==> config.mk <==
export PLATFORM = sky130hd
export DESIGN_NAME = uuid_text_to_binary_parser_core
export DESIGN_NICKNAME = d
export VERILOG_FILES = /design/src/hdl/uuidp_pkg.sv /design/src/hdl/uuidp_front.sv /design/src/hdl/uuidp_fifo.sv /design/src/hdl/uuidp_back.sv /design/src/hdl/uuid_text_to_binary_parser_core.sv
export SDC_FILE = /design/constraint.sdc
export NUM_CORES = 1
export LEC_CHECK = 0
export BUFFER_PORTS_ARGS = -buffer_cell sky130_fd_sc_hd__buf_2
export CORE_MARGIN = 8
export CORE_UTILIZATION = 31
export CTS_BUF_LIST = sky130_fd_sc_hd__clkbuf_4 sky130_fd_sc_hd__clkbuf_8
export CTS_CLUSTER_SIZE = 10
export DETAILED_ROUTE_END_ITERATION = 8
export PLACE_DENSITY_LB_ADDON = 0.25
export REMOVE_ABC_BUFFERS = 1
export SETUP_SLACK_MARGIN = 0.3
export SLEW_MARGIN = 15
export SYNTH_ARGS = -nofsm -noshare
export SYNTH_HDL_FRONTEND = slang
export SYNTH_HIERARCHICAL = 1
export SYNTH_SLANG_ARGS = --single-unit
==> constraint.sdc <==
create_clock -name clk -period 6 [get_ports clk]
set_input_delay 1.2 -clock clk [delete_from_list [all_inputs] [get_ports clk]]
set_output_delay 1.2 -clock clk [all_outputs]
set_load 0.005 [all_outputs]
==> src/hdl/uuidp_pkg.sv <==
// shared types, constants and character decode functions for the uuid text parser
package uuidp_pkg;

  localparam int unsigned COUNT_W        = 6;
  localparam int unsigned COMPACT_LEN    = 32;
  localparam int unsigned DASHED_LEN     = 36;
  localparam int unsigned BRACED_LEN     = 38;
  localparam int unsigned COUNT_SAT      = 39;
  localparam int unsigned DASH_POS_A     = 8;
  localparam int unsigned DASH_POS_B     = 13;
  localparam int unsigned DASH_POS_C     = 18;
  localparam int unsigned DASH_POS_D     = 23;
  localparam int unsigned HEX_ALPHA_OFFS = 10;
  localparam int unsigned NIB_BITS       = 4 * COMPACT_LEN;
  localparam int unsigned QUEUE_DEPTH    = 4;

  localparam logic [7:0] CH_DASH   = 8'h2d;
  localparam logic [7:0] CH_LBRACE = 8'h7b;
  localparam logic [7:0] CH_RBRACE = 8'h7d;
  localparam logic [7:0] CH_ZERO   = 8'h30;
  localparam logic [7:0] CH_NINE   = 8'h39;
  localparam logic [7:0] CH_UP_A   = 8'h41;
  localparam logic [7:0] CH_UP_F   = 8'h46;
  localparam logic [7:0] CH_LO_A   = 8'h61;
  localparam logic [7:0] CH_LO_F   = 8'h66;

  // one classified character, front to back
  typedef struct packed {
    logic               has;
    logic               last;
    logic               swap;
    logic               hex;
    logic [3:0]         nib;
    logic               bad_compact;
    logic               bad_dashed;
    logic               bad_braced;
    logic [COUNT_W-1:0] count;
  } token_t;

  // bit 4 flags a hex digit, bits 3:0 its value
  function automatic logic [4:0] hex_decode(input logic [7:0] c);
    logic [4:0] res;
    res = '0;
    if (c inside {[CH_ZERO:CH_NINE]}) begin
      res = {1'b1, 4'(c - CH_ZERO)};
    end else if (c inside {[CH_UP_A:CH_UP_F]}) begin
      res = {1'b1, 4'(c - CH_UP_A + 8'(HEX_ALPHA_OFFS))};
    end else if (c inside {[CH_LO_A:CH_LO_F]}) begin
      res = {1'b1, 4'(c - CH_LO_A + 8'(HEX_ALPHA_OFFS))};
    end
    return res;
  endfunction

  function automatic logic is_dash_pos(input logic [COUNT_W-1:0] p);
    return (p == COUNT_W'(DASH_POS_A)) || (p == COUNT_W'(DASH_POS_B)) ||
           (p == COUNT_W'(DASH_POS_C)) || (p == COUNT_W'(DASH_POS_D));
  endfunction

endpackage

==> src/hdl/uuidp_front.sv <==
// front end: tracks the character position and classifies each word against the three forms
module uuidp_front
  import uuidp_pkg::*;
(
  input  logic         clk,
  input  logic         rst_n,
  input  logic         in_valid,
  input  logic         in_ready,
  input  logic [7:0]   in_char_byte,
  input  logic         in_has_char,
  input  logic         in_last_char,
  input  logic         in_swap_time_parts,
  output logic         push,
  output token_t       tok
);

  logic [COUNT_W-1:0] pos_r, pos_nxt;
  logic [COUNT_W-1:0] pos_m1;
  logic [COUNT_W-1:0] count_after;
  logic [4:0]         dec;
  logic               is_hex, is_dash;
  logic               dashed_ok_here, braced_mid_ok;

  assign push    = in_valid && in_ready;
  assign dec     = hex_decode(in_char_byte);
  assign is_hex  = dec[4];
  assign is_dash = (in_char_byte == CH_DASH);
  assign pos_m1  = pos_r - COUNT_W'(1);

  assign count_after = (in_has_char && pos_r != COUNT_W'(COUNT_SAT)) ?
                       pos_r + COUNT_W'(1) : pos_r;

  assign dashed_ok_here = is_dash_pos(pos_r) ? is_dash : is_hex;
  // braced form: the dashed layout shifted by the opening brace
  assign braced_mid_ok  = is_dash_pos(pos_m1) ? is_dash : is_hex;

  always_comb begin
    tok             = '0;
    tok.has         = in_has_char;
    tok.last        = in_last_char;
    tok.swap        = in_swap_time_parts;
    tok.hex         = is_hex;
    tok.nib         = dec[3:0];
    tok.count       = count_after;
    tok.bad_compact = (pos_r < COUNT_W'(COMPACT_LEN)) && !is_hex;
    tok.bad_dashed  = (pos_r < COUNT_W'(DASHED_LEN)) && !dashed_ok_here;
    if (pos_r == '0) begin
      tok.bad_braced = (in_char_byte != CH_LBRACE);
    end else if (pos_r < COUNT_W'(BRACED_LEN - 1)) begin
      tok.bad_braced = !braced_mid_ok;
    end else if (pos_r == COUNT_W'(BRACED_LEN - 1)) begin
      tok.bad_braced = (in_char_byte != CH_RBRACE);
    end
  end

  always_comb begin
    pos_nxt = pos_r;
    if (push) begin
      pos_nxt = in_last_char ? '0 : count_after;
    end
  end

  always_ff @(posedge clk) begin
    if (!rst_n) begin
      pos_r <= '0;
    end else begin
      pos_r <= pos_nxt;
    end
  end

endmodule

==> src/hdl/uuidp_fifo.sv <==
// short token queue between front and back
module uuidp_fifo
  import uuidp_pkg::*;
#(
  parameter int unsigned DEPTH = QUEUE_DEPTH
) (
  input  logic   clk,
  input  logic   rst_n,
  input  logic   push,
  input  token_t push_tok,
  output logic   not_full,
  input  logic   pop,
  output logic   not_empty,
  output token_t pop_tok
);

  localparam int unsigned AW = (DEPTH > 1) ? $clog2(DEPTH) : 1;
  localparam int unsigned CW = $clog2(DEPTH + 1);

  token_t        mem_r [DEPTH];
  logic [AW-1:0] wr_ptr_r, wr_ptr_nxt;
  logic [AW-1:0] rd_ptr_r, rd_ptr_nxt;
  logic [CW-1:0] count_r, count_nxt;

  assign not_full  = (count_r != CW'(DEPTH));
  assign not_empty = (count_r != '0);
  assign pop_tok   = mem_r[rd_ptr_r];

  always_comb begin
    wr_ptr_nxt = wr_ptr_r;
    rd_ptr_nxt = rd_ptr_r;
    count_nxt  = count_r;
    if (push) begin
      wr_ptr_nxt = (wr_ptr_r == AW'(DEPTH - 1)) ? '0 : wr_ptr_r + AW'(1);
    end
    if (pop) begin
      rd_ptr_nxt = (rd_ptr_r == AW'(DEPTH - 1)) ? '0 : rd_ptr_r + AW'(1);
    end
    case ({push, pop})
      2'b10:   count_nxt = count_r + CW'(1);
      2'b01:   count_nxt = count_r - CW'(1);
      default: count_nxt = count_r;
    endcase
  end

  always_ff @(posedge clk) begin
    if (!rst_n) begin
      wr_ptr_r <= '0;
      rd_ptr_r <= '0;
      count_r  <= '0;
    end else begin
      wr_ptr_r <= wr_ptr_nxt;
      rd_ptr_r <= rd_ptr_nxt;
      count_r  <= count_nxt;
    end
  end

  always_ff @(posedge clk) begin
    if (push) begin
      mem_r[wr_ptr_r] <= push_tok;
    end
  end

endmodule

==> src/hdl/uuidp_back.sv <==
// back end: gathers nibbles and form checks, builds the result word in the output register
module uuidp_back
  import uuidp_pkg::*;
(
  input  logic          clk,
  input  logic          rst_n,
  input  logic          tok_valid,
  input  token_t        tok,
  output logic          pop,
  output logic          out_word_valid,
  input  logic          out_ready,
  output logic          out_is_valid,
  output logic [63:0]   out_uuid_high,
  output logic [63:0]   out_uuid_low
);

  logic [NIB_BITS-1:0] nib_r, nib_nxt;
  logic                ok_c_r, ok_c_nxt;
  logic                ok_d_r, ok_d_nxt;
  logic                ok_b_r, ok_b_nxt;
  logic                res_valid_r, res_valid_nxt;
  logic                res_ok_r, res_ok_nxt;
  logic [63:0]         hi_r, hi_nxt;
  logic [63:0]         lo_r, lo_nxt;
  logic                ok_c_now, ok_d_now, ok_b_now, good;
  logic [63:0]         raw_hi, raw_lo;

  // a result word only waits on the output slot
  assign pop = tok_valid && (!tok.last || !res_valid_r || out_ready);

  assign ok_c_now = ok_c_r && !(tok.has && tok.bad_compact);
  assign ok_d_now = ok_d_r && !(tok.has && tok.bad_dashed);
  assign ok_b_now = ok_b_r && !(tok.has && tok.bad_braced);
  assign nib_nxt  = (pop && tok.has && tok.hex) ? {nib_r[NIB_BITS-5:0], tok.nib} : nib_r;

  assign good = (tok.count == COUNT_W'(COMPACT_LEN) && ok_c_now) ||
                (tok.count == COUNT_W'(DASHED_LEN)  && ok_d_now) ||
                (tok.count == COUNT_W'(BRACED_LEN)  && ok_b_now);

  assign raw_hi = nib_nxt[NIB_BITS-1:64];
  assign raw_lo = nib_nxt[63:0];

  always_comb begin
    ok_c_nxt      = ok_c_r;
    ok_d_nxt      = ok_d_r;
    ok_b_nxt      = ok_b_r;
    res_valid_nxt = res_valid_r && !out_ready;
    res_ok_nxt    = res_ok_r;
    hi_nxt        = hi_r;
    lo_nxt        = lo_r;
    if (pop) begin
      if (tok.last) begin
        ok_c_nxt      = 1'b1;
        ok_d_nxt      = 1'b1;
        ok_b_nxt      = 1'b1;
        res_valid_nxt = 1'b1;
        res_ok_nxt    = good;
        if (!good) begin
          hi_nxt = '0;
        end else if (tok.swap) begin
          // time high field first, then time mid, then time low
          hi_nxt = {raw_hi[15:0], raw_hi[31:16], raw_hi[63:32]};
        end else begin
          hi_nxt = raw_hi;
        end
        lo_nxt = good ? raw_lo : '0;
      end else begin
        ok_c_nxt = ok_c_now;
        ok_d_nxt = ok_d_now;
        ok_b_nxt = ok_b_now;
      end
    end
  end

  always_ff @(posedge clk) begin
    if (!rst_n) begin
      ok_c_r      <= 1'b1;
      ok_d_r      <= 1'b1;
      ok_b_r      <= 1'b1;
      res_valid_r <= 1'b0;
    end else begin
      ok_c_r      <= ok_c_nxt;
      ok_d_r      <= ok_d_nxt;
      ok_b_r      <= ok_b_nxt;
      res_valid_r <= res_valid_nxt;
    end
  end

  always_ff @(posedge clk) begin
    nib_r    <= nib_nxt;
    res_ok_r <= res_ok_nxt;
    hi_r     <= hi_nxt;
    lo_r     <= lo_nxt;
  end

  assign out_word_valid = res_valid_r;
  assign out_is_valid   = res_ok_r;
  assign out_uuid_high  = hi_r;
  assign out_uuid_low   = lo_r;

endmodule

==> src/hdl/uuid_text_to_binary_parser_core.sv <==
// top level of the uuid text to binary parser
// Takes one text character per word and gives one result word on the word marked last:
// a valid flag and the 16 binary bytes, zero when the text is not 32 hex digits, the
// 36-character dashed form or the braced 38-character form. A word with in_has_char low
// carries no character; with in_last_char high it closes the string as it stands. One
// word is taken every cycle while the queue has room, with no bubbles between strings;
// the result is offered once its last word has passed through the token queue and then
// the output register (classification itself is combinational). The queue (QUEUE_DEPTH
// entries) lets characters keep flowing while a finished result waits on out_ready;
// in_ready drops only when it is full.
module uuid_text_to_binary_parser_core
  import uuidp_pkg::*;
#(
  parameter int unsigned QUEUE_DEPTH_P = QUEUE_DEPTH
) (
  input  logic        clk,
  input  logic        rst_n,
  input  logic        in_valid,
  output logic        in_ready,
  input  logic [7:0]  in_char_byte,
  input  logic        in_has_char,
  input  logic        in_last_char,
  input  logic        in_swap_time_parts,
  output logic        out_word_valid,
  input  logic        out_ready,
  output logic        out_is_valid,
  output logic [63:0] out_uuid_high,
  output logic [63:0] out_uuid_low
);

  token_t front_tok, back_tok;
  logic   push, pop, not_empty;

  uuidp_front u_front (
    .clk                (clk),
    .rst_n              (rst_n),
    .in_valid           (in_valid),
    .in_ready           (in_ready),
    .in_char_byte       (in_char_byte),
    .in_has_char        (in_has_char),
    .in_last_char       (in_last_char),
    .in_swap_time_parts (in_swap_time_parts),
    .push               (push),
    .tok                (front_tok)
  );

  uuidp_fifo #(
    .DEPTH (QUEUE_DEPTH_P)
  ) u_fifo (
    .clk       (clk),
    .rst_n     (rst_n),
    .push      (push),
    .push_tok  (front_tok),
    .not_full  (in_ready),
    .pop       (pop),
    .not_empty (not_empty),
    .pop_tok   (back_tok)
  );

  uuidp_back u_back (
    .clk            (clk),
    .rst_n          (rst_n),
    .tok_valid      (not_empty),
    .tok            (back_tok),
    .pop            (pop),
    .out_word_valid (out_word_valid),
    .out_ready      (out_ready),
    .out_is_valid   (out_is_valid),
    .out_uuid_high  (out_uuid_high),
    .out_uuid_low   (out_uuid_low)
  );

endmodule

==> results.txt <==
clk buf depth - 3
Rel. slew slack - 22.1%
global-route wire length before repair - 48.0 mm
CP Launch Type - flip-flop
Arrival @ worst endpoint - 4400 ps
FP Rows - 79
cell area after synthesis - 14,500 um2
RSZ-0062 raised after global routing - false
P per Cell Area - 420 nW/um2
Area Overhead vs Synth - 16.7%
Hold EP - u_back/nib_r[116]$_DFF_P_
share of post-route cells with drive strength above 1 - 30.7%
clock skew - 46.7 ps
top cell type's share of synthesized area - 40.7%
HP Start - u_back/nib_r[112]$_DFF_P_
DR WL/cell - 16.2 um
Post-synth EDFFs - 197
largest net degree at the start of global routing - 104
FF+latch count, synth - 344
status - finished clean
maximum clock rate - 253 MHz
clock latency on the worst-skew pair - 660 ps
final global-route overflow total - 0
fin util - 36.5%
Worst-Margin Slew - 1170 ps
Starting Density - 31.3%
clock net sink count - 344
IO Count - 146
CP endpoint kind - flip-flop
Port Buf Inserts - 145
Nets - 1,262
initial antenna violation count - 2
Lkg Pwr - 6.36 nW
Final Hold Viols - 0
Primary FF master, synth - edfxtp_1
Pwr Total - 0.00712 W
GRT Total Usage - 11.1%
maximum vdd drop - 0.000299 V
placed cell areas - 15,700 um2
DR pass1 iterations - 4
Slew Viols, Final - 0
H-tree depth - 2
Worst EP required - 6440 ps
RR Endpoint - u_back/out_uuid_high[23]$_SDFFCE_PN0P_
Inserted Clock Buffers - 58
sequential share of the synthesized area - 61.0%
post-synth top area cell - edfxtp_1
clk slew on worst S/H paths - 60 ps
Final min period - 3960 ps
Avg Inst Size Synth - 13.4 um2
WHS Path Cells - 2
DR vias - 8,502
final period utilization - 66.0%
cts repair resizes - 0
ANT nets after route - 0
CTS tree - built
Placeable Area - 46,500 um2
Die Y - 232 um
die width - 232 um
Hold Slack - 458 ps
vias in the first global route - 8,680
R2R setup slack - 2040 ps
Tightest Hold Check Type - flip-flop to flip-flop
Gate Count Post-Synth - 1,084
# setup viols final - 0
Final Wtd Congestion - 0.732
die area - 54,100 um2
kind of critical path - flip-flop to flip-flop
Finished Cell Area - 17,000 um2
CTS root buffer - clkbuf_8
Vias/cell - 4.51
Post-Route WL - 30.6 mm
ys async rst share - 0%
# DRC - 0
top cells by area, synth - edfxtp_1 41%, dfxtp_1 20%, mux4_2 7.6%, mux2_2 5.9%, nand2_1 5.4%
Max FO, Critical Path - 76
Post-CTS Setup Bufs - 0
most common cell in the synthesized netlist - nand2_1
DRT iter0 DRCs - 461
max-cap viol count - 0
setup tns final - 0 ps
hpwl dp - 19.4 mm
Syn. warnings - 6
synth cell count leaders - 209 x nand2_1, 197 x edfxtp_1, 147 x dfxtp_1, 116 x nor2b_1, 76 x mux2_2
CTS Hold Bufs - 0
Distinct cells, synth - 62
R2R cell count - 6
-- worst max path at each step --
stage                                                        end  slack (ps)  cells after the start
after CTS                 u_back/out_uuid_high[23]$_SDFFCE_PN0P_        1980                      6
final                     u_back/out_uuid_high[23]$_SDFFCE_PN0P_        2040                      6
after detailed placement  u_back/out_uuid_high[56]$_SDFFCE_PN0P_        1960                      6
after global routing      u_back/out_uuid_high[49]$_SDFFCE_PN0P_        1750                      6
after global placement    u_back/out_uuid_high[21]$_SDFFCE_PN0P_        2040                      6
after floorplan            u_back/out_uuid_high[0]$_SDFFCE_PN0P_        -510                      5
-- state kept, by name, indices dropped and copies added (netlist names), named ones only --
signal                 flops
u_front/pos_r              6
u_fifo/count_r             3
u_back/ok_c_r              1
u_back/out_is_valid        1
u_back/out_uuid_high      64
u_back/out_word_valid      1
u_back/ok_d_r              1
u_fifo/rd_ptr_r            2
u_back/out_uuid_low       64
u_back/ok_b_r              1
u_fifo/wr_ptr_r            2
u_fifo/mem_r              68
u_back/nib_r             128
-- worst max-delay path: stages (launching register included) --
cell and delay [ps]:
dfxtp_1 680, buf_4 310, mux4_1 560, or4b_1 480, or4_4 830, buf_4 490
a211oi_1 320
-- where the power goes --
group	total, W	switching (W)	internal [W]
registers	0.00327	0.000206	0.00306
clock network	0.00211	0.000946	0.00116
logic	0.00174	0.000996	0.000746
-- cell type report --
| type | count | area [um2] |
|---|---|---|
| clock inverters | 23 | 143 |
| multi-input cells | 657 | 5230 |
| well taps | 607 | 759 |
| inverters | 16 | 60.1 |
| flip-flops and latches | 344 | 8860 |
| clock buffers | 85 | 1040 |
| diodes | 1 | 2.50 |
| fillers | 4542 | 29500 |
| repair buffers | 154 | 863 |
-- metal layers --
layer,vias to the layer above,GRT usage [%],routed length [um]
met4,2,4.42,739
li1,4191,-,-
met3,51,3.25,1830
met5,-,0,13
met2,160,17.1,13800
met1,4098,14.5,14200
-- per-stage QoR --
stage          std cells  setup slack (ps)
2_1_floorplan       1017              -514
3_3_place_gp        1777              2040
3_5_place_dp        1777              1960
4_1_cts             1885              1980
5_1_grt             1887              1750
6_report            1887              2040
-- cells in the final DEF, fill, tap and decap left out, types with 9 or more instances in the layout --
cell,instances
clkbuf_8,65
nor2b_1,116
mux4_2,48
dfxtp_1,147
buf_2,145
clkinv_1,11
o21ai_0,9
nor2_1,26
edfxtp_1,197
nand2_1,209
ha_1,15
mux2i_1,27
a21oi_1,9
nand3_1,9
mux2_2,76
a211oi_1,19
clkbuf_4,20
inv_1,16
-- cells by family after synthesis --
family,count (synthesis),synth area share [%]
buf+inv,83,3.10
simple gates,404,13.7
fa+ha+maj,16,1.43
compound gates,69,3.59
flops,344,61.0
mux,161,16.8
xor+xnor,7,0.422
Power figures use the tool's default switching activity.
